--- src/rtl/rau_queue.sv ---
// ----------------------------------------------------------------------------
// Rational arithmetic item queue
// Two-entry queue of classified items between the front and back parts.
// ----------------------------------------------------------------------------
module rau_queue #(
  parameter int DW = 8
) (
  input  logic          clk,
  input  logic          rst_n,
  input  logic          push,
  input  logic [DW-1:0] push_data,
  output logic          full,
  input  logic          pop,
  output logic [DW-1:0] pop_data,
  output logic          empty
);

  logic [DW-1:0] mem_r [2];
  logic          wr_ptr_r, rd_ptr_r;
  logic [1:0]    cnt_r;

  assign full     = (cnt_r == 2'd2);
  assign empty    = (cnt_r == 2'd0);
  assign pop_data = mem_r[rd_ptr_r];

  // Storage.
  always_ff @(posedge clk) begin
    if (push) begin
      mem_r[wr_ptr_r] <= push_data;
    end
  end

  // Pointers and fill count.
  always_ff @(posedge clk) begin
    if (!rst_n) begin
      wr_ptr_r <= 1'b0;
      rd_ptr_r <= 1'b0;
      cnt_r    <= 2'd0;
    end else begin
      if (push) begin
        wr_ptr_r <= !wr_ptr_r;
      end
      if (pop) begin
        rd_ptr_r <= !rd_ptr_r;
      end
      if (push && !pop) begin
        cnt_r <= cnt_r + 2'd1;
      end else if (pop && !push) begin
        cnt_r <= cnt_r - 2'd1;
      end
    end
  end

endmodule

--- config.mk ---
export PLATFORM = sky130hd
export DESIGN_NAME = rau_queue
export DESIGN_NICKNAME = d
export VERILOG_FILES = /design/src/rtl/rau_queue.sv
export SDC_FILE = /design/constraint.sdc
export NUM_CORES = 1
export LEC_CHECK = 0
export CAP_MARGIN = 30
export CORE_ASPECT_RATIO = 1.2
export CORE_UTILIZATION = 45
export DETAILED_ROUTE_END_ITERATION = 10
export DONT_BUFFER_PORTS = 1
export GPL_ROUTABILITY_DRIVEN = 0
export GPL_TIMING_DRIVEN = 0
export MAX_ROUTING_LAYER = met4
export SKIP_LAST_GASP = 1
export SYNTH_ARGS = -nofsm -noshare
export SYNTH_HDL_FRONTEND = slang
export SYNTH_SLANG_ARGS = --single-unit
--- constraint.sdc ---
create_clock -name clk -period 1.1 [get_ports clk]
set_input_delay 0.22 -clock clk [delete_from_list [all_inputs] [get_ports clk]]
set_output_delay 0.22 -clock clk [all_outputs]
set_load 0.05 [all_outputs]
# --- After elaboration in Yosys (flattened, before gate mapping) ---
# Memory sizes are Yosys's and may differ from the RTL's. A register that Yosys moved wholly into a read port is not among the register bits.
# Cells that the tools add are included.
totals:
  ff_bits: 4
  ram_bits: 16
  out_inout_bits: 10
  n_memories: 1
memory_table:
  columns: ["name", "words", "width", "rd", "rd_clocked_by_memory_dff", "write_ports", "line_no", "text"]
  rows:
  - ["mem_r", 2, 8, 1, 1, 1, "18", "logic [DW-1:0] mem_r [2];"]
op_classes:
  add_sub_neg: 2
  n_eq_ne: 1
  mux: 6
  reduce_logical: 8
ops:
  columns: ["operator", "count"]
  rows:
  - ["1-bit logical NOT", 4]
  - ["1-bit 2-to-1 mux", 4]
  - ["2-bit 2-to-1 mux", 2]
  - ["2-bit by 1-bit adder with 2-bit output (second input constant)", 1]
  - ["2-bit equality test (second input constant)", 1]
  - ["1-bit logical AND", 2]
  - ["2-bit logical NOT", 1]
  - ["2-bit nonzero test", 1]
  - ["2-bit by 1-bit subtractor with 2-bit output (second input constant)", 1]

# --- Logic depth before layout (Yosys ltp) ---
depth:
  word_depth: 4
  ltp_mapped: 5
  ltp_nobuf: 5

# --- Worst setup path after synthesis ---
# OpenSTA, ideal clock, no wires.
synth_timing:
  path_kind: "register -> output"
  start: "register cnt_r[0]"
  end: "output empty"
  t_arrival_ps: 991
  slack_ps: -111
  stages_incl_launch_ff: 2
  path_buffers: 0
  path_cell_list: "dfxtp_1 nor2_1"
synth_between:
  elab_chain_cells: 1
synth_lines:
  columns: ["element", "line_no", "text"]
  rows:
  - ["from (decl)", "20", "logic [1:0] cnt_r;"]
  - ["from (signal assigned)", "47", "cnt_r <= cnt_r + 2'd1;"]
  - ["from (signal assigned)", "49", "cnt_r <= cnt_r - 2'd1;"]
  - ["2-bit logical NOT", "23", "assign empty = (cnt_r == 2'd0);"]
  - ["to (decl)", "15", "output logic empty"]
# Every way passes these cells.

==> impl_results.md <==
* Detailed placement HPWL at slightly below 800 µm
* Unrepaired setup endpoints after global routing: true
* Status: complete, but fails checks
* Gr ovfl total at 0
* Sequential area share after synthesis at 0.731
* Number of buffers and inverters on the critical path at 1
* Tcrit/Tclk final at 1.27
* EDFF count, synth at 16
* Failing checks: setup timing
* Core ar. at ~0.0016 mm²
* DRT antenna net count at 0
* Port bufs at 0
* Syn Nets at 60
* Ranking of synthesized cells by area: edfxtp_1 (60%), dfxtp_1 (13%), mux2_2 (11%)
* Fin crit period at 1400 ps
* # IOs at 22
* Post-layout util at 0.587
* Synthesized flop and latch total at 21
* Antenna violations before repair at 0
* Worst setup path endpoint: pop_data[1]
* Final net count at 70
* Vias in the first global route at around 380
* Ant diodes at 0
* DRC at 0
* Worst Reg-to-Reg Cells at 4
* Register Area at between 500 and 600 µm²
* R2R Path End: cnt_r[1]
* Ys Warns at 0
* Top-area cell type share of the netlist area at 0.605
* CP max FO at 8
* CP arrival at 1180 ps
* Multi-input gate area at 260 µm²
* Die X at slightly above 40 µm
* Sink Count at 21
* Starting Density at 0.484
* Most frequent cell after synthesis: edfxtp_1
* DRT iter0 DRCs at 0
* Total negative slack at -2600 ps
* Wire per inst at ~15 µm
* WP data required at 880 ps
* CTS tree: yes
* Top cells by count, synth: edfxtp_1 (16), mux2_2 (8), dfxtp_1 (5)
* Avg Inst Size Synth at approximately 17 µm²
* Synth Instances at 47
* P_leak at ~0.36 nW
* Hold Crit Class: primary input to flip-flop
* H-tree Lvls at 1
* Worst path cell trace: buf_8 > mux2_4
* Area growth syn-to-layout at 21.3%
* Pwr per Cell Area at 1730 mW/mm²
* Setup WS post-layout at -295 ps
* Max cap viols at 0
* Main synth FF type: edfxtp_1
* Setup violators final at 11
* Post-Syn Area at just under 800 µm²
* Clock skew at 6.96 ps
* Measured slew at the worst slew-check pin at 324 ps
* Layout cells sized above 1 at 0.393
* Post-Route WL at around 1.1 mm
* CP delay by family, top: multiplexers
* Total stage count of the critical path at 2
* FF-to-FF Start: cnt_r[0]
* First-pass GRT wire length at ~1.6 mm
* Total GRT Usage at 0.133
* Final hold violation count at 0
* Worst vdd ir at between 0.9 and 1 mV
* FFs w/ async S/R, synth at 0
* Relative slew slack at 0.783
* Die Ht at around 48 µm
* Clk buf depth at 2
* Clk Latency, worst-skew pair at about 290 ps
* Row count at 16
* First-pass DRT Iterations at 1
* FILL cells at roughly 130
* Clock slew at reported path FFs at between 100 and 150 ps
* Max stage delay on crit path at 390 ps
* Die ar. at 0.00194 mm²
* Critical Path Source Type: flip-flop
* TritonCTS Buffers at 3
* Achievable frequency at slightly above 700 MHz
* Worst hold margin at 20.0 ps
* Endpoint type of the worst setup path: output pin
* Largest net degree at the start of global routing at 12
* Root Buffer: clkbuf_4
* Vias at 387
* Max-slew violations at 0
* Cell taking the most area after synthesis: edfxtp_1
* Routed vias/inst at ~5.2
* Crit-path slowest cell: mux2_4
* R2R Setup Slk at -60 ps
* WS Path Type: flip-flop to output pin
* Cell variety after synth at 16
-- how the worst min path moves through the flow --
stage	start	end	slack [ps]	depth (start not counted)
finish	push_data[2]	mem_r[0][2]	20	0
global route	push_data[2]	mem_r[1][2]	2	0
CTS	push_data[4]	mem_r[1][4]	5	0
detailed placement	push_data[4]	mem_r[1][4]	320	0
global placement	push_data[5]	mem_r[0][5]	320	0
floorplan	push_data[0]	mem_r[0][0]	320	0
-- cell families (layout without fill, tap and decap cells) --
kind of cell | Yosys count | count (layout) | synth area share
flops | 21 | 21 | 0.731
simple gates | 9 | 9 | 0.0709
mux | 8 | 8 | 0.113
compound gates | 3 | 3 | 0.0252
xor+xnor | 3 | 3 | 0.0331
buf+inv | 2 | 11 | 0.0110
fa+ha+maj | 1 | 1 | 0.0157
-- registers in the layout (all words and copies together) (netlist names), named ones only --
signal,flops
mem_r,16
cnt_r,2
rd_ptr_r,1
wr_ptr_r,1
-- report_power, final --
part / switching (mW) / internal, mW / total, mW
sequential: 0.0292 / 0.912 / 0.941
clock: 0.209 / 0.141 / 0.350
combinational: 0.234 / 0.139 / 0.373
total: 0.472 / 1.19 / 1.66
-- placed cells by master, fill, tap and decap left out, types with 2 or more instances in the layout --
cell / count
dfxtp_2: 2
edfxtp_1: 16
and2_1: 3
mux2_4: 8
dlygate4sd3_1: 3
clkbuf_4: 3
dfxtp_1: 2
-- repair_timing --
action,in CTS,in global routing
resized for setup,18,3
cloned,0,0
buffers inserted,1,1
setup endpoints to repair,18,19
hold buffers,0,3
endpoints found under the hold margin,0,6
pin swaps,1,3
-- metrics by stage --
step | power (mW) | instance area, µm² | cells | setup slack, ps
detailed placement | 1.25 | 822 | 65 | -101
finish | 1.66 | 963 | 74 | -295
global placement | 1.24 | 822 | 65 | -95.5
CTS | 1.65 | 910 | 70 | -306
global route | 1.73 | 963 | 74 | -344
floorplan | 1.22 | 800 | 47 | -42.5
-- final cells by class --
class	count	share of cell area
multi-input cells	24	0.270
clock buffers	4	0.0273
flip-flops and latches	21	0.609
inverters	1	0.00390
plain buffers	1	0.0156
repair buffers	5	0.0506
well taps	18	0.0234
-- per-layer routing --
metal	vias to the layer above	global-route usage	routed length, µm
met5	-	-	0
met4	0	0.120	8
met3	2	0.0233	70
met2	13	0.197	612
met1	186	0.151	410
li1	186	-	-
Power figures use the tool's default switching activity.
