## config.mk

```make
export PLATFORM = sky130hd
export DESIGN_NAME = rau_back
export DESIGN_NICKNAME = d
export VERILOG_FILES = /design/src/rtl/rau_pkg.sv /design/src/rtl/rau_back.sv
export SDC_FILE = /design/constraint.sdc
export NUM_CORES = 2
export LEC_CHECK = 0
export BUFFER_PORTS_ARGS = -buffer_cell sky130_fd_sc_hd__clkbuf_2
export CELL_PAD_IN_SITES_DETAIL_PLACEMENT = 1
export CELL_PAD_IN_SITES_GLOBAL_PLACEMENT = 2
export CORE_MARGIN = 1.5
export CORE_UTILIZATION = 36
export CTS_CLUSTER_SIZE = 14
export DETAILED_ROUTE_END_ITERATION = 16
export GPL_ROUTABILITY_DRIVEN = 1
export PLACE_DENSITY = 0.9
export SLEW_MARGIN = 20
export SYNTH_ARGS = -nofsm -noshare
export SYNTH_HDL_FRONTEND = slang
export SYNTH_SLANG_ARGS = --single-unit
```

## constraint.sdc

```tcl
create_clock -name clk -period 10 [get_ports clk]
set_input_delay 1 -clock clk [delete_from_list [all_inputs] [get_ports clk]]
set_output_delay 1 -clock clk [all_outputs]
set_load 0.05 [all_outputs]
```

## src/rtl/rau_pkg.sv

```systemverilog
// ----------------------------------------------------------------------------
// Rational arithmetic unit package
// Operation codes, status codes and the flag group that travels with each
// classified item from the front part to the back part.
// ----------------------------------------------------------------------------
package rau_pkg;

  // Operation codes; codes six and seven behave as reduce.
  localparam logic [2:0] FN_ADD = 3'd0;
  localparam logic [2:0] FN_SUB = 3'd1;
  localparam logic [2:0] FN_MUL = 3'd2;
  localparam logic [2:0] FN_DIV = 3'd3;
  localparam logic [2:0] FN_NEG = 3'd4;
  localparam logic [2:0] FN_RED = 3'd5;

  // Result status codes.
  localparam logic [1:0] ST_OK    = 2'd0;
  localparam logic [1:0] ST_ZERO  = 2'd1;
  localparam logic [1:0] ST_RANGE = 2'd2;

  // Flags of one classified item.
  typedef struct packed {
    logic [1:0] status;   // status when the result is known early
    logic       direct;   // result is 0/1 with status, no reduction needed
    logic       num_neg;  // numerator sign
    logic       den_neg;  // denominator sign
  } rau_flags_t;

endpackage

```

## src/rtl/rau_back.sv

```systemverilog
// ----------------------------------------------------------------------------
// Rational arithmetic back end
// Reduces each raw fraction not flagged direct by binary GCD, divides both parts
// by the GCD with two restoring dividers in step, range checks and drives the result.
// ----------------------------------------------------------------------------
module rau_back import rau_pkg::*; #(
  parameter int W = 32
) (
  input  logic                clk,
  input  logic                rst_n,
  input  logic                q_empty,
  output logic                q_pop,
  input  rau_flags_t          q_flags,
  input  logic [2*W-1:0]      q_num,
  input  logic [2*W-1:0]      q_den,
  output logic                out_valid,
  output logic signed [31:0]  out_res_num,
  output logic signed [31:0]  out_res_den,
  output logic [1:0]          out_status
);

  localparam int PW = 2 * W;
  localparam int CW = $clog2(PW);
  localparam logic [PW-1:0] LIMIT = PW'((64'(1) << (W - 1)) - 64'(1));

  localparam logic [2:0] B_IDLE  = 3'd0;
  localparam logic [2:0] B_ALIGN = 3'd1;
  localparam logic [2:0] B_GCD   = 3'd2;
  localparam logic [2:0] B_DIV   = 3'd3;
  localparam logic [2:0] B_FIN   = 3'd4;

  logic [2:0]    state_r;
  logic [PW-1:0] u_r, v_r;
  logic [PW-1:0] nq_r, dq_r;
  logic [PW-1:0] nrem_r, drem_r;
  logic [PW-1:0] div_r;
  logic [CW-1:0] cnt_r;
  logic          num_neg_r, den_neg_r;

  logic          out_valid_r;
  logic [31:0]   out_num_r, out_den_r;
  logic [1:0]    out_status_r;

  logic [PW:0]   nrem_sh, drem_sh;
  logic          nbit, dbit;
  logic [PW-1:0] nrem_nxt, drem_nxt;
  logic [W-1:0]  num_val, den_val;

  assign q_pop = (state_r == B_IDLE) && !q_empty;

  // One restoring division step on both quotients.
  always_comb begin
    nrem_sh  = {nrem_r, nq_r[PW-1]};
    drem_sh  = {drem_r, dq_r[PW-1]};
    nbit     = (nrem_sh >= {1'b0, div_r});
    dbit     = (drem_sh >= {1'b0, div_r});
    nrem_nxt = nbit ? PW'(nrem_sh - {1'b0, div_r}) : PW'(nrem_sh);
    drem_nxt = dbit ? PW'(drem_sh - {1'b0, div_r}) : PW'(drem_sh);
  end

  // Signed result fields from the reduced magnitudes.
  assign num_val = num_neg_r ? (~nq_r[W-1:0] + 1'b1) : nq_r[W-1:0];
  assign den_val = den_neg_r ? (~dq_r[W-1:0] + 1'b1) : dq_r[W-1:0];

  // Reduction sequencer.
  always_ff @(posedge clk) begin
    if (!rst_n) begin
      state_r     <= B_IDLE;
      out_valid_r <= 1'b0;
    end else begin
      out_valid_r <= 1'b0;
      unique case (state_r)
        B_IDLE: begin
          if (!q_empty) begin
            if (q_flags.direct) begin
              out_valid_r <= 1'b1;
            end else begin
              state_r <= B_ALIGN;
            end
          end
        end
        B_ALIGN: begin
          if (u_r[0] || v_r[0]) begin
            state_r <= B_GCD;
          end
        end
        B_GCD: begin
          if (u_r == '0) begin
            state_r <= B_DIV;
          end
        end
        B_DIV: begin
          if (cnt_r == CW'(PW - 1)) begin
            state_r <= B_FIN;
          end
        end
        B_FIN: begin
          out_valid_r <= 1'b1;
          state_r     <= B_IDLE;
        end
        default: state_r <= B_IDLE;
      endcase
    end
  end

  // Datapath: common factors of two come off both parts, the odd GCD
  // is found by subtraction, then both parts are divided by it.
  always_ff @(posedge clk) begin
    case (state_r)
      B_IDLE: begin
        u_r       <= q_num;
        v_r       <= q_den;
        nq_r      <= q_num;
        dq_r      <= q_den;
        num_neg_r <= q_flags.num_neg;
        den_neg_r <= q_flags.den_neg;
        if (!q_empty && q_flags.direct) begin
          out_num_r    <= 32'd0;
          out_den_r    <= 32'd1;
          out_status_r <= q_flags.status;
        end
      end
      B_ALIGN: begin
        if (!(u_r[0] || v_r[0])) begin
          u_r  <= u_r >> 1;
          v_r  <= v_r >> 1;
          nq_r <= nq_r >> 1;
          dq_r <= dq_r >> 1;
        end
      end
      B_GCD: begin
        nrem_r <= '0;
        drem_r <= '0;
        cnt_r  <= '0;
        div_r  <= v_r;
        if (u_r != '0) begin
          if (!u_r[0]) begin
            u_r <= u_r >> 1;
          end else if (!v_r[0]) begin
            v_r <= v_r >> 1;
          end else if (u_r >= v_r) begin
            u_r <= u_r - v_r;
          end else begin
            v_r <= v_r - u_r;
          end
        end
      end
      B_DIV: begin
        nrem_r <= nrem_nxt;
        drem_r <= drem_nxt;
        nq_r   <= {nq_r[PW-2:0], nbit};
        dq_r   <= {dq_r[PW-2:0], dbit};
        cnt_r  <= cnt_r + 1'b1;
      end
      B_FIN: begin
        if ((nq_r > LIMIT) || (dq_r > LIMIT)) begin
          out_num_r    <= 32'd0;
          out_den_r    <= 32'd1;
          out_status_r <= ST_RANGE;
        end else begin
          out_num_r    <= 32'(signed'(num_val));
          out_den_r    <= 32'(signed'(den_val));
          out_status_r <= ST_OK;
        end
      end
      default: begin
      end
    endcase
  end

  assign out_valid   = out_valid_r;
  assign out_res_num = out_num_r;
  assign out_res_den = out_den_r;
  assign out_status  = out_status_r;

endmodule

```

# Word-level counts from Yosys, hierarchy flattened
# Cells that the tools add are included.
[totals]
out_inout_bits = 68
in_bits = 136
elab_cells = 108
ff_bits = 526
[classes]
addsub = 7
bitwise = 2
mux = 41
eq_ne = 17
n_reduce_logical = 19
magnitude_cmp = 5
[ops]
columns = ["operator", "count"]
rows = [
  ["64-bit 2-to-1 mux", 14],
  ["64-bit one-hot mux with 3 select lines", 4],
  ["64-bit one-hot mux with 2 select lines", 2],
  ["64-bit subtractor", 4],
  ["32-bit 2-to-1 mux", 6],
  ["65-bit by 64-bit >= comparator with 1-bit output", 2],
  ["64-bit by 31-bit greater-than comparator with 1-bit output (second input constant)", 2],
  ["32-bit one-hot mux with 2 select lines", 2],
  ["32-bit by 1-bit adder with 32-bit output (second input constant)", 2],
  ["64-bit >= comparator", 1],
  ["64-bit zero test", 1],
  ["32-bit inverter", 2],
  ["64-bit nonzero test", 1],
  ["2-bit != test (second input constant)", 8],
  ["3-bit 2-to-1 mux", 5],
  ["5-bit AND reduction", 3],
  ["3-bit one-hot mux with 4 select lines", 1],
  ["6-bit one-hot mux with 2 select lines", 1],
  ["3-bit != test (second input constant)", 3],
  ["6-bit by 1-bit adder with 6-bit output (second input constant)", 1],
  ["3-bit by 2-bit == test with 1-bit output (second input constant)", 2],
  ["6-bit == test (second input constant)", 1],
  ["3-bit nonzero test", 2],
  ["2-bit 2-to-1 mux", 2],
  ["other kinds (14)", 19],
]

# Longest topological paths before layout
[depth]
word_depth = 6
mapped_depth = 18
ltp_nobuf = 15

# Worst setup path after synthesis
# No wires, ideal clock.
[synth_timing]
kind = "register to register"
start = "reg state_r[2]"
end = "reg v_r[10], enable pin"
setup_slack_ns = -0.819
n_path_buf = 1
path_stages_with_launch = 7
t_arrival_ns = 10.267
period_less_slack_ns = 10.819
setup_ns = 0.552
t_required_ns = 9.448
path_cell_list = "dfxtp_1 -> clkbuf_1 -> nor2b_1 -> nand2_1 -> inv_1 -> a21oi_1 -> o21a_1"
[synth_via]
elab_chain_len = 3
elab_cells_between_ends = 9
classes_between = "eq/ne: 6; reduce/logical: 3"
[synth_rtl]
columns = ["element", "line_no", "text"]
rows = [
  ["start, declared", "rau_back.sv:32", "logic [2:0] state_r;"],
  ["start signal, assigned", "rau_back.sv:68", "state_r <= B_IDLE;"],
  ["start signal, assigned", "rau_back.sv:78", "state_r <= B_ALIGN;"],
  ["start signal, assigned", "rau_back.sv:84", "state_r <= B_GCD;"],
  ["3-bit by 2-bit == test with 1-bit output (tied with other cells)", "rau_back.sv:109", "case (state_r)"],
  ["3-bit != test (no source line) (tied with other cells)", "--", ""],
  ["5-bit AND reduction (no source line) *", "--", ""],
  ["end signal, assigned", "rau_back.sv:112", "v_r <= q_den;"],
  ["end signal, assigned", "rau_back.sv:126", "v_r <= v_r >> 1;"],
  ["end signal, assigned", "rau_back.sv:140", "v_r <= v_r >> 1;"],
  ["end, declared", "rau_back.sv:33", "logic [PW-1:0] u_r, v_r;"],
]
# Mark *: on every way between the ends. The rest lies on a longest branch, timed or not.
# A chain may end at the register's enable or synchronous reset.

# Final worst setup path
[layout_timing]
start = "reg div_r[23]"
end = "reg drem_r[59] (data pin)"
[layout_via]
elab_chain_len = 3
elab_cells_between_ends = 4
classes_between = "add/sub: 1; order compare: 1; mux: 2"
[layout_rtl]
columns = ["element", "line_no", "text"]
rows = [
  ["start, declared", "rau_back.sv:36", "logic [PW-1:0] div_r;"],
  ["start signal, assigned", "rau_back.sv:135", "div_r <= v_r;"],
  ["64-bit subtractor or 65-bit by 64-bit >= comparator with 1-bit output (tied branches)", "rau_back.sv:58, rau_back.sv:56", ""],
  ["64-bit 2-to-1 mux *", "rau_back.sv:58", "drem_nxt = dbit ? PW'(drem_sh - {1'b0, div_r}) : PW'(drem_sh);"],
  ["64-bit one-hot mux with 2 select lines *", "rau_back.sv:109", ""],
  ["end signal, assigned", "rau_back.sv:150", "drem_r <= drem_nxt;"],
  ["end, declared", "rau_back.sv:35", "logic [PW-1:0] nrem_r, drem_r;"],
]
# Marked as above.

==> run_results.csv <==
group,metric,value,unit
critical_path,required,10.47,ns
critical_path,path_max_fanout,20,
global_route,grt.overflow.total,0,
sta,final_max_slew_viol_count,0,
cells_and_area,stdcell_area,43900,um^2
clock_network,cts_num_sinks,526,
hold_path,min_from,"v_r[49]$_DFFE_PP_",
route,met1Wirelength,68.2,mm
cells_and_area,layout-drive-gt1-share,0.0840,
global_route,grt_pass1_vias,35300,
cells_and_area,num_antenna_cells,0,
run,maxCapViolations,0,
route,wl_met2,66.8,mm
clock_network,post_cts_buffers,0,
run_status,status,"complete, no violations",
clock_network,clkTransAtPathRegs,0.06,ns
power,vdd_drop_max,0.112,mV
synth,synthArstFlopShare,0,
hold_path,holdPathStages,0,
hold_path,min_path_type,"reg -> reg",
clock_network,cts_resized,0,
critical_path,rr_worst_depth,13,
cells_and_area,final_nets,4847,
synth,syn_inst,4389,
route,routed_wl,150,mm
clock_network,cts_root_buf,"clkbuf_16",
power,power_leakage,0.0175,uW
sta,finalSetupTns,0,ns
hold_path,whs_endpoint,"div_r[49]$_DFFE_PP_",
die,die_w,334,um
clock_network,insertion_delay,0.65,ns
critical_path,cp.arrival,5.58,ns
synth,synth_edf_count,522,
critical_path,endpoint_kind,"flop",
die,die_area,112000,um^2
synth,ys_seq_elements,526,
sta,grt_setup_unrepaired,"no",
sta,max_freq,196,MHz
route,routed.top_layer,"met4",
route,dr.pass1.iters,5,
synth,synth-main-ff-cell,"edfxtp_1",
die,rows,121,
placed_design,port_buffers,203,
critical_path,regToRegSetupSlack,4.89,ns
die,initial_core_util,0.363,
synth,syn_nets,4789,
clock_network,cts_tree,"done",
clock_network,htreeDepth,3,
global_route,grt_max_degree,103,
sta,slew_headroom,0.248,
route,met3_length,10.4,mm
sta,worst_pin_slew,1.12,ns
global_route,grt_use_total,0.262,
placed_design,place_inst,5790,
cells_and_area,mostFrequentLayoutCells,"edfxtp_1, a21oi_1, o21ai_0",
cells_and_area,final_cells,5914,
clock_network,clockBufferDepth,3,
sta,skew,0.0287,ns
route,via_count,35300,
die,pin_count,204,
power,power_density,222,nW/um^2
route,drc_errors,0,
cells_and_area,areaGrowthSynthToFinish,11.1,%
die,fp.dieH,334,um
critical_path,path_class,"reg -> reg",
placed_design,dp_hpwl,117,mm
synth,netlist_area,39500,um^2
power,power.total,9740,uW
clock_network,cts-buffers-inserted,68,
placed_design,dpl-instance-area,41700,um^2
critical_path,worstReg2RegEnd,"drem_r[59]$_SDFFCE_PN0P_",
route,wire_per_inst,25.4,um
synth,avgSynthCellArea,9.00,um^2
sta,post-route-period-util,0.511,
synth,ys_seq_area_frac,0.399,
placed_design,place_congestion,1.01,
global_route,antenna_found_initial,1,
route,drt_iter0_drc,2985,
sta,layout_min_cycle_time,5.11,ns
synth,yosysWarnings,0,
global_route,grt_pass1_wl,225,mm
critical_path,crit_path_start_kind,"flop",
sta,fin_hold_ws,0.521,ns
sta,setup_viol,0,
sta,finalHoldViolCount,0,
cells_and_area,final_common_cell,"edfxtp_1",
route,via_per_inst,5.98,
critical_path,crit-reg2reg-launch,"div_r[23]$_DFFE_PP_",
synth,synth.distinct_cells,82,
clock_network,ctsHoldBuffers,0,
route,postRouteAntennaNets,0,
die,fp.coreArea,109000,um^2
[power breakdown]
part	switching [uW]	internal [uW]	leakage, uW
logic	2680	1370	0.0113
registers	436	2810	0.00524
clock network	1050	1400	0.00105
[worst max-delay path by stage]
stage | startpoint | end | slack [ns]
detailed placement | nq_r[63]$_DFFE_PP_ | nrem_r[45]$_SDFFCE_PN0P_ | 4.99
floorplan | state_r[2]$_SDFFE_PN0P_ | v_r[10]$_DFFE_PP_ | 2.20
global placement | drem_r[23]$_SDFFCE_PN0P_ | drem_r[59]$_SDFFCE_PN0P_ | 5.09
CTS | nq_r[63]$_DFFE_PP_ | nrem_r[45]$_SDFFCE_PN0P_ | 4.95
global route | nq_r[63]$_DFFE_PP_ | nrem_r[57]$_SDFFCE_PN0P_ | 4.61
finish | div_r[23]$_DFFE_PP_ | drem_r[59]$_SDFFCE_PN0P_ | 4.89
[registers in the layout, indices dropped and copies added, names as in the netlist, 32 cells and up]
signal,count
div_r,64
out_res_den,32
out_res_num,32
dq_r,64
drem_r,64
u_r,64
v_r,64
nq_r,64
nrem_r,64
[cells in the mapped netlist, types with 41 or more instances]
cell type / count / area [um^2]
nor2_1: 338 / 1270
o21ai_1: 43 / 215
a21oi_1: 414 / 2070
nand3_1: 58 / 290
a21o_1: 145 / 1090
clkbuf_1: 234 / 878
xor2_1: 135 / 1180
edfxtp_1: 522 / 15700
xnor2_1: 157 / 1380
o21ai_0: 412 / 2060
o21a_1: 41 / 308
nand4_1: 96 / 601
a211oi_1: 42 / 315
nor4_1: 49 / 307
inv_1: 277 / 1040
nand2_1: 412 / 1550
ha_1: 260 / 3250
mux2i_1: 138 / 1380
o21bai_1: 73 / 548
a22oi_1: 117 / 878
[cells by family after synthesis]
group | Yosys count | synth area share
DFF | 526 | 0.399
and+or+nand+nor | 1141 | 0.132
xor gates and xnor gates | 292 | 0.0647
AOI/OAI and AO/OA | 1499 | 0.234
muxes | 139 | 0.0353
adders and majority gates | 264 | 0.0844
buffers and inverters | 528 | 0.0505
[worst max-delay path, stage by stage (launching register included)]
cell and delay, ns:
edfxtp_1 0.36, inv_1 0.12, ha_1 0.46, nand4_1 0.22, nor4_1 0.52, nand2_1 0.17
a2111oi_0 0.82, a211oi_1 0.22, buf_4 0.24, nor3_1 0.40, a21oi_4 0.11, inv_2 0.46
nand2_1 0.51, o21ai_1 0.29
[per-layer routing]
| layer | vias to the layer above | track usage |
|---|---|---|
| li1 | 16200 | - |
| met1 | 17800 | 0.371 |
| met2 | 1134 | 0.408 |
| met3 | 212 | 0.0417 |
| met4 | 0 | 0.0824 |
| met5 | - | 0 |
[cell type report]
class / instances / area (um^2)
Clock buffer: 82 / 1750
Clock inverter: 41 / 404
Fill cell: 12600 / 65000
Timing Repair Buffer: 237 / 1280
Inverter: 279 / 1050
Sequential cell: 526 / 15800
Tap cell: 1414 / 1770
Multi-Input combinational cell: 3335 / 21800
[metrics by stage]
| step | util | setup WS (ns) |
|---|---|---|
| floorplan | - | 2.20 |
| CTS | 0.403 | 4.95 |
| global route | 0.403 | 4.61 |
| finish | 0.403 | 4.89 |
| global placement | 0.383 | 5.09 |
| detailed placement | 0.383 | 4.99 |
(Power assumes the default switching activity.)
