--- src/rtl/rau_pkg.sv ---
// ----------------------------------------------------------------------------
// Rational arithmetic unit package
// Operation codes, status codes and the flag group that travels with each
// classified item from the front part to the back part.
// ----------------------------------------------------------------------------
package rau_pkg;

  // Operation codes; codes six and seven behave as reduce.
  localparam logic [2:0] FN_ADD = 3'd0;
  localparam logic [2:0] FN_SUB = 3'd1;
  localparam logic [2:0] FN_MUL = 3'd2;
  localparam logic [2:0] FN_DIV = 3'd3;
  localparam logic [2:0] FN_NEG = 3'd4;
  localparam logic [2:0] FN_RED = 3'd5;

  // Result status codes.
  localparam logic [1:0] ST_OK    = 2'd0;
  localparam logic [1:0] ST_ZERO  = 2'd1;
  localparam logic [1:0] ST_RANGE = 2'd2;

  // Flags of one classified item.
  typedef struct packed {
    logic [1:0] status;   // status when the result is known early
    logic       direct;   // result is 0/1 with status, no reduction needed
    logic       num_neg;  // numerator sign
    logic       den_neg;  // denominator sign
  } rau_flags_t;

endpackage

--- src/rtl/rau_front.sv ---
// ----------------------------------------------------------------------------
// Rational arithmetic front end
// Accepts an item, splits operands into sign and magnitude, forms the cross
// products on one shared multiplier and pushes the raw fraction to the queue.
// ----------------------------------------------------------------------------
module rau_front import rau_pkg::*; #(
  parameter int W = 32
) (
  input  logic                clk,
  input  logic                rst_n,
  input  logic                start,
  output logic                busy,
  input  logic [2:0]          in_func,
  input  logic signed [31:0]  in_a_num,
  input  logic signed [31:0]  in_a_den,
  input  logic signed [31:0]  in_b_num,
  input  logic signed [31:0]  in_b_den,
  input  logic                q_full,
  output logic                q_push,
  output rau_flags_t          q_flags,
  output logic [2*W-1:0]      q_num,
  output logic [2*W-1:0]      q_den
);

  localparam int PW = 2 * W;

  localparam logic [1:0] F_IDLE = 2'd0;
  localparam logic [1:0] F_MUL  = 2'd1;
  localparam logic [1:0] F_PUSH = 2'd2;

  logic [1:0]    state_r, state_nxt;
  logic [1:0]    step_r;
  logic [2:0]    func_r;
  logic          zerr_r;
  logic          an_neg_r, ad_neg_r, bn_neg_r, bd_neg_r;
  logic [W-1:0]  an_mag_r, ad_mag_r, bn_mag_r, bd_mag_r;
  logic [PW-1:0] p0_r, p1_r, p2_r;

  logic [W-1:0]  an_x, ad_x, bn_x, bd_x;
  logic [W-1:0]  an_m, ad_m, bn_m, bd_m;
  logic          uses_b, zerr;
  logic          accept;
  logic [W-1:0]  mul_a, mul_b;
  logic [PW-1:0] prod;
  logic          pa_neg, pb_neg, sum_neg;
  logic [PW-1:0] sum_mag;

  // Operand split: low W bits as two's complement, magnitude of W bits.
  assign an_x = in_a_num[W-1:0];
  assign ad_x = in_a_den[W-1:0];
  assign bn_x = in_b_num[W-1:0];
  assign bd_x = in_b_den[W-1:0];
  assign an_m = an_x[W-1] ? (~an_x + 1'b1) : an_x;
  assign ad_m = ad_x[W-1] ? (~ad_x + 1'b1) : ad_x;
  assign bn_m = bn_x[W-1] ? (~bn_x + 1'b1) : bn_x;
  assign bd_m = bd_x[W-1] ? (~bd_x + 1'b1) : bd_x;

  // Zero denominator or zero divisor check.
  assign uses_b = (in_func <= FN_DIV);
  assign zerr   = (ad_m == '0) || (uses_b && (bd_m == '0)) ||
                  ((in_func == FN_DIV) && (bn_m == '0));

  assign accept = start && (state_r == F_IDLE);
  assign busy   = (state_r != F_IDLE);

  // Sequencer.
  always_comb begin
    state_nxt = state_r;
    unique case (state_r)
      F_IDLE: begin
        if (start) begin
          state_nxt = (zerr || (in_func > FN_DIV)) ? F_PUSH : F_MUL;
        end
      end
      F_MUL: begin
        if (step_r == 2'd2) begin
          state_nxt = F_PUSH;
        end
      end
      F_PUSH: begin
        if (!q_full) begin
          state_nxt = F_IDLE;
        end
      end
      default: state_nxt = F_IDLE;
    endcase
  end

  always_ff @(posedge clk) begin
    if (!rst_n) begin
      state_r <= F_IDLE;
      step_r  <= 2'd0;
    end else begin
      state_r <= state_nxt;
      if (accept || (state_r != F_MUL)) begin
        step_r <= 2'd0;
      end else begin
        step_r <= step_r + 2'd1;
      end
    end
  end

  // Operand capture.
  always_ff @(posedge clk) begin
    if (accept) begin
      func_r   <= in_func;
      zerr_r   <= zerr;
      an_neg_r <= an_x[W-1];
      ad_neg_r <= ad_x[W-1];
      bn_neg_r <= bn_x[W-1];
      bd_neg_r <= bd_x[W-1];
      an_mag_r <= an_m;
      ad_mag_r <= ad_m;
      bn_mag_r <= bn_m;
      bd_mag_r <= bd_m;
    end
  end

  // Shared multiplier, one product per cycle.
  always_comb begin
    case (step_r)
      2'd0: begin
        mul_a = an_mag_r;
        mul_b = (func_r == FN_MUL) ? bn_mag_r : bd_mag_r;
      end
      2'd1: begin
        mul_a = ad_mag_r;
        mul_b = bn_mag_r;
      end
      default: begin
        mul_a = ad_mag_r;
        mul_b = (func_r == FN_DIV) ? bn_mag_r : bd_mag_r;
      end
    endcase
    prod = PW'(mul_a) * PW'(mul_b);
  end

  always_ff @(posedge clk) begin
    if (state_r == F_MUL) begin
      case (step_r)
        2'd0:    p0_r <= prod;
        2'd1:    p1_r <= prod;
        default: p2_r <= prod;
      endcase
    end
  end

  // Signed sum of the two cross products for add and subtract.
  always_comb begin
    pa_neg = an_neg_r ^ bd_neg_r;
    pb_neg = ad_neg_r ^ bn_neg_r ^ (func_r == FN_SUB);
    if (pa_neg == pb_neg) begin
      sum_mag = p0_r + p1_r;
      sum_neg = pa_neg;
    end else if (p0_r >= p1_r) begin
      sum_mag = p0_r - p1_r;
      sum_neg = pa_neg;
    end else begin
      sum_mag = p1_r - p0_r;
      sum_neg = pb_neg;
    end
  end

  // Raw fraction and classification.
  always_comb begin
    q_flags = '0;
    case (func_r) inside
      FN_ADD, FN_SUB: begin
        q_num           = sum_mag;
        q_flags.num_neg = sum_neg;
        q_den           = p2_r;
        q_flags.den_neg = ad_neg_r ^ bd_neg_r;
      end
      FN_MUL: begin
        q_num           = p0_r;
        q_flags.num_neg = an_neg_r ^ bn_neg_r;
        q_den           = p2_r;
        q_flags.den_neg = ad_neg_r ^ bd_neg_r;
      end
      FN_DIV: begin
        q_num           = p0_r;
        q_flags.num_neg = an_neg_r ^ bd_neg_r;
        q_den           = p2_r;
        q_flags.den_neg = ad_neg_r ^ bn_neg_r;
      end
      FN_NEG: begin
        q_num           = PW'(an_mag_r);
        q_flags.num_neg = !an_neg_r;
        q_den           = PW'(ad_mag_r);
        q_flags.den_neg = ad_neg_r;
      end
      default: begin
        q_num           = PW'(an_mag_r);
        q_flags.num_neg = an_neg_r;
        q_den           = PW'(ad_mag_r);
        q_flags.den_neg = ad_neg_r;
      end
    endcase
    q_flags.direct = zerr_r || (q_num == '0);
    q_flags.status = zerr_r ? ST_ZERO : ST_OK;
  end

  assign q_push = (state_r == F_PUSH) && !q_full;

endmodule

--- config.mk ---
export PLATFORM = sky130hd
export DESIGN_NAME = rau_front
export DESIGN_NICKNAME = d
export VERILOG_FILES = /design/src/rtl/rau_pkg.sv /design/src/rtl/rau_front.sv
export SDC_FILE = /design/constraint.sdc
export NUM_CORES = 2
export LEC_CHECK = 0
export BUFFER_PORTS_ARGS = -buffer_cell sky130_fd_sc_hd__buf_2
export CORE_AREA = 2 2 317 319
export DETAILED_ROUTE_END_ITERATION = 12
export DIE_AREA = 0 0 319 321
export HOLD_SLACK_MARGIN = 0.08
export PLACE_DENSITY_LB_ADDON = 0.25
export REMOVE_ABC_BUFFERS = 1
export SLEW_MARGIN = 20
export SYNTH_ARGS = -nofsm -noshare
export SYNTH_HDL_FRONTEND = slang
export SYNTH_SLANG_ARGS = --single-unit
--- constraint.sdc ---
create_clock -name clk -period 18.99 [get_ports clk]
set_input_delay 1.899 -clock clk [delete_from_list [all_inputs] [get_ports clk]]
set_output_delay 1.899 -clock clk [all_outputs]
set_load 0.005 [all_outputs]
* After elaboration in Yosys (flattened, before gate mapping)
Index checks and enable logic that the tools add are counted.
Word-level totals: bits in registers 332, input bits 135, output and inout bits 135, word-level logic and storage cells 107
Cells by class: eq/ne operators 14, multiply operators 1, magnitude comparators 3, bitwise logic cells 11, multiplexer cells 28, $add $sub $neg 8, reductions and logical operators 26
Operators by type and width (count):
- 64-bit 2-to-1 mux | 8
- 32-bit 2-to-1 mux | 6
- 32-bit by 1-bit adder with 32-bit output (second input constant) | 4
- 32-bit inverter | 4
- 64-bit subtractor | 2
- 32-bit logical NOT | 3
- 64-bit adder | 1
- 64-bit greater-or-equal comparator | 1
- 64-bit logical NOT | 1
- 32-bit by 32-bit multiplier with 64-bit output | 1
- 32-bit case mux with 2 select lines | 1
- 31-bit 2-to-1 mux | 1
- 2-bit 2-to-1 mux | 8
- 3-bit by 2-bit == test with 1-bit output (second input constant) | 3
- 2-bit != test (second input constant) | 3
- 2-bit case mux with 3 select lines | 1
- 2-bit AND reduction | 3
- 2-bit OR reduction | 3
- 1-bit logical OR | 5
- 1-bit bitwise XOR | 5
- 2-bit by 1-bit == test with 1-bit output (second input constant) | 2
- 2-bit == test (second input constant) | 2
- 1-bit logical AND | 4
- 2-bit logical NOT | 2
- other kinds (13) | 17

* Longest topological paths before layout
depth after elaboration 11, gate-level depth with buffers 43, depth with buffers taken out 37

* Worst setup path before layout
No wires, ideal clock.
path type register to register, start register func_r[1], end register p0_r[61] (data pin), cell stages (with the launch flop) 42, arrival time 9.623 ns, period minus slack after synthesis 9.896 ns, required time 18.717 ns, buffers on the path 6, setup time 0.273 ns, path slack 9.094 ns, cell sequence edfxtp_1 -> clkbuf_1 -> nor2b_1 -> clkbuf_1 -> and2_1 -> clkbuf_1 -> nor2_1 -> nor2_1 -> a21oi_1 -> clkbuf_1 -> buf_1 -> a22oi_1 -> clkbuf_1 -> nor2_1 -> fa_1 -> fa_1 -> fa_1 -> inv_1 -> [6 not listed] -> fa_1 -> fa_1 -> ha_1 -> and3_1 -> a221o_1 -> a21oi_1 -> o21ai_0 -> a21oi_1 -> a21oi_1 -> a2111oi_0 -> nor3_1 -> o21ai_0 -> o21a_1 -> o21a_1 -> nor2b_1 -> o31ai_1 -> o21ai_0 -> xor2_1
Between the ends: word-level cells in the longest chain between the ends 4, elaborated cells between the ends (all ways) 6, those cells by class mul (1); eq/ne (2); mux (3)
Ends and longest elaborated chain:
- from (decl) | line rau_front.sv:33 | logic [2:0] func_r;
- from (signal assigned) | line rau_front.sv:106 | func_r <= in_func;
- 3-bit by 2-bit == test with 1-bit output (on tied branches) | line rau_front.sv:132, rau_front.sv:124
- 32-bit 2-to-1 mux (on tied branches) | line rau_front.sv:132, rau_front.sv:124
- 32-bit case mux with 2 select lines * | line rau_front.sv:121 | case (step_r)
- 32-bit by 32-bit multiplier with 64-bit output * | line rau_front.sv:135 | prod = PW'(mul_a) * PW'(mul_b);
- via prod[61] | line rau_front.sv:44 | logic [PW-1:0] prod;
- to (signal assigned) | line rau_front.sv:141 | 2'd0: p0_r <= prod;
- to (decl) | line rau_front.sv:37 | logic [PW-1:0] p0_r, p1_r, p2_r;
Mark *: on every way through the listed nets, which the timed path passes. The rest lies on a longest branch. A chain may end at the register's enable or synchronous reset.

* Worst setup path in the final report
start register func_r[2], end register p1_r[59] (data pin)
Between the ends: word-level cells in the longest chain between the ends 4, elaborated cells between the ends (all ways) 6, those cells by class mul (1); eq/ne (2); mux (3)
Ends and longest elaborated chain:
- 3-bit by 2-bit == test with 1-bit output (on tied branches) | line rau_front.sv:132, rau_front.sv:124
- 32-bit 2-to-1 mux (on tied branches) | line rau_front.sv:132, rau_front.sv:124
- 32-bit case mux with 2 select lines * | line rau_front.sv:121
- 32-bit by 32-bit multiplier with 64-bit output * | line rau_front.sv:135
- via prod[59] | line rau_front.sv:44
- to (signal assigned) | line rau_front.sv:142 | 2'd1: p1_r <= prod;
- to (decl) | line rau_front.sv:37
Marked as above.

==> impl_summary.txt <==
----------------------------------------------------
[Critical path]
  R2r startpoint ... func_r[2]$_DFFE_PP_
  Delay of the slowest cell on the worst path ... 0.79 ns
  Startpoint kind of the worst setup timing path ... register
  FF-to-FF setup slack ... 6.91 ns
  Critical Path End Type ... register
  Crit Path Class ... reg2reg
  Worst Path Max Fanout ... 44
  Data required time of the worst path ... 19.29 ns
  Worst path slowest cell ... sky130_fd_sc_hd__a22o_1
  Worst R2R Path Depth ... 38
  Cell repeated most along the worst path ... sky130_fd_sc_hd__fa_1
  Critical Path AT ... 12.38 ns
  Capture instance of the worst register-to-register path ... p1_r[59]$_DFFE_PP_
  Launching instance or port of the critical path ... func_r[2]$_DFFE_PP_

[Detailed routing]
  Post-DR wirelength/cell ... 27.6 µm
  Residual DRC ... 0
  Iteration-0 DRC count of the detailed router ... 5998
  Via-per-instance ratio ... 6.49
  Routed wire length ... 223000 µm
  Length of the first detailed-routing pass in iterations ... 7
  Final antenna-violating net count ... 0
  Number of vias in the routed layout ... 52300

[GRT]
  Overall Global Routing Usage ... 43.4%
  Highest-utilization routing layer at the global route stage ... met2
  First-pass GRT wire length ... 330000 µm
  Number of global-route vias before repair ... 52000
  Number of antenna violations at the first check in global routing ... 8
  Global route overflow ... 0
  Maximum number of pins on one net before global-route repair ... 70
  Met3 Resource Use GR ... 14.8%
  Met2 Resource Use GR ... 63.5%
  Met1 routing resource usage after global routing ... 57.0%

[Clocking]
  Max H-tree Level ... 2
  TritonCTS clock tree ... yes
  Hold-fix buffers at CTS ... 0
  Skew-Pair Late Insertion Delay ... 0.60 ns
  Maximum buffer depth of the clock tree ... 3
  # clock sinks ... 332
  Number of buffers inserted during clock tree synthesis ... 38
  Postcts setup bufs ... 0
  Number of cells upsized or downsized after cts ... 0
  CTS root buffer ... sky130_fd_sc_hd__clkbuf_16
  Clock transition time at the flip-flop clock pins of the worst setup and hold paths ... 0.06 ns

[Floorplanning]
  Area of the die ... 102000 µm²
  Placement row count ... 116
  Starting utilization of the core area ... 59.5%
  Number of ports placed on the die boundary ... 270
  Vert. Die Dim ... 321 µm
  Core area ... 99300 µm²
  Die width ... 319 µm

[Finish]
  Most common cell after layout, fill and taps aside ... sky130_fd_sc_hd__inv_1
  Filler cells ... 8529
  Syn-to-layout area delta ... 6.94%
  Layout cells sized above 1 ... 8.93%
  Non-Filler Cell Area, Final ... 63100 µm²
  Final layout net count ... 8221
  Most frequent cells in the layout ... 1084 x sky130_fd_sc_hd__inv_1, 899 x sky130_fd_sc_hd__fa_1, 823 x sky130_fd_sc_hd__nor2_1

[Logic synthesis]
  Syn avg cell area ... 8.89 µm²
  Most used DFF post-synth ... sky130_fd_sc_hd__edfxtp_1
  Async SR Flop Fraction ... 0%
  Synthesized instance count ... 6638
  Netlist area before placement ... 59000 µm²
  Synth warn ... 0
  Number of synthesized flops with an enable pin ... 328
  Number of distinct library cells after synthesis ... 99
  Portion of the post-synthesis area used by sequential elements ... 16.8%
  Synth Register Bits ... 332

[Place]
  Detailed-placement wirelength estimate ... 173000 µm
  # port buffers ... 268
  Weighted congestion at the end of routability-driven global placement ... 1.03
  Post-detailed-placement cell area ... 61800 µm²

[Min path]
  Launch instance of the worst min-delay path ... state_r[1]$_SDFFE_PN0P_
  Class of the worst hold path ... reg2reg
  Hold-critical path endpoint ... state_r[0]$_SDFFE_PN0P_
  Hold path depth ... 1

[Timing]
  Hold violation total from the final report ... 0
  Time the final worst path needs with I/O delays and setup ... 12.08 ns
  Worst rel slew slack ... 10.7%
  Achievable Freq ... 82.8 MHz
  Transition time of the tightest slew-check pin ... 1.33 ns
  Total negative setup slack ... 0 ns
  Final slew viol count ... 0
  Worst hold slack across all endpoints ... 0.526 ns
  RSZ-0062 raised after global routing ... false
  Tcrit/Tclk final ... 63.6%
  Number of setup violations in the final report ... 0
  Final worst clock skew ... 0.0542 ns

[Run]
  Maxcap violations ... 0

[Status]
  Run status ... completed

----------------------------------------------------
[flip-flops by register name, summed over array words and instances, names as in the netlist]
name      count
ad_mag_r     32
ad_neg_r      1
an_mag_r     32
an_neg_r      1
bd_mag_r     32
bd_neg_r      1
bn_mag_r     32
bn_neg_r      1
func_r        3
p0_r         64
p1_r         64
p2_r         64
state_r       2
step_r        2
zerr_r        1
[worst max-delay path by stage]
stage | end | cells after the start
6_report | p1_r[59]$_DFFE_PP_ | 38
5_1_grt | p2_r[59]$_DFFE_PP_ | 38
4_1_cts | p1_r[61]$_DFFE_PP_ | 39
3_5_place_dp | p0_r[61]$_DFFE_PP_ | 39
3_3_place_gp | p0_r[61]$_DFFE_PP_ | 39
2_1_floorplan | p0_r[61]$_DFFE_PP_ | 34
[cell type report]
type                       count  area [µm²]  share of cell area, %
clock inverter                29         333                  0.527
sequential                   332        9930                   15.7
multi-input combinational   4890       44000                   69.7
clock buffer                  40         958                   1.52
inverter                    1087        4080                   6.46
timing repair buffer         378        2170                   3.43
tap                         1298        1620                   2.57
antenna                        4        10.0                 0.0159
[synthesized netlist by cell type, types with 43 or more instances]
cell                       number  area (µm²)
sky130_fd_sc_hd__a21o_1        90         676
sky130_fd_sc_hd__a21oi_1      326        1630
sky130_fd_sc_hd__a31oi_1       43         269
sky130_fd_sc_hd__clkbuf_1     264         991
sky130_fd_sc_hd__edfxtp_1     328        9850
sky130_fd_sc_hd__fa_1         899       18000
sky130_fd_sc_hd__ha_1         460        5760
sky130_fd_sc_hd__inv_1       1084        4070
sky130_fd_sc_hd__mux2_2        56         631
sky130_fd_sc_hd__mux2i_1       54         541
sky130_fd_sc_hd__nand2_1      652        2450
sky130_fd_sc_hd__nand3_1       60         300
sky130_fd_sc_hd__nor2_1       825        3100
sky130_fd_sc_hd__nor2b_1       60         375
sky130_fd_sc_hd__nor3_1        87         435
sky130_fd_sc_hd__o21ai_0      206        1030
sky130_fd_sc_hd__o21bai_1      52         390
sky130_fd_sc_hd__o31ai_1       64         480
sky130_fd_sc_hd__xnor2_1      188        1650
[per-layer routing]
metal  up-vias  part of all wire, %
met2      3797                   41
met3       818                   14
met5         -                0.026
met4         8                  7.0
met1     25700                   37
li1      22000                    -
[worst max-delay path, delay by kind of cell, from the launching register on]
kind            cells  cell delay, ns
compound gates     13            4.23
xor+xnor            1            0.17
fa+ha+maj           9            4.19
buf+inv            10            1.87
simple gates        5            0.84
flops               1            0.45
[cell families (layout without fill, tap and decap cells)]
logic type	Yosys count	in the layout	share of synthesized area (%)
AOI/OAI and AO/OA	1187	1187	13.3
xor gates and xnor gates	225	225	3.34
adders and majority gates	1359	1359	40.2
buffers and inverters	1416	1534	9.15
DFF	332	332	16.8
muxes	123	123	2.23
other	1	5	0.00635
and+or+nand+nor	1995	1995	14.9
[metrics by stage]
step / util [%] / std cells / setup slack, ns
floorplan: - / 6309 / 4.97
global placement: 62.3 / 7985 / 7.24
detailed placement: 62.3 / 7985 / 6.99
CTS: 63.6 / 8054 / 6.95
global route: 63.6 / 8055 / 6.16
finish: 63.6 / 8058 / 6.91
Power is left out: the tool's default activity adds up to more than one toggle a clock period on the data nets, which glitch-free logic cannot reach.
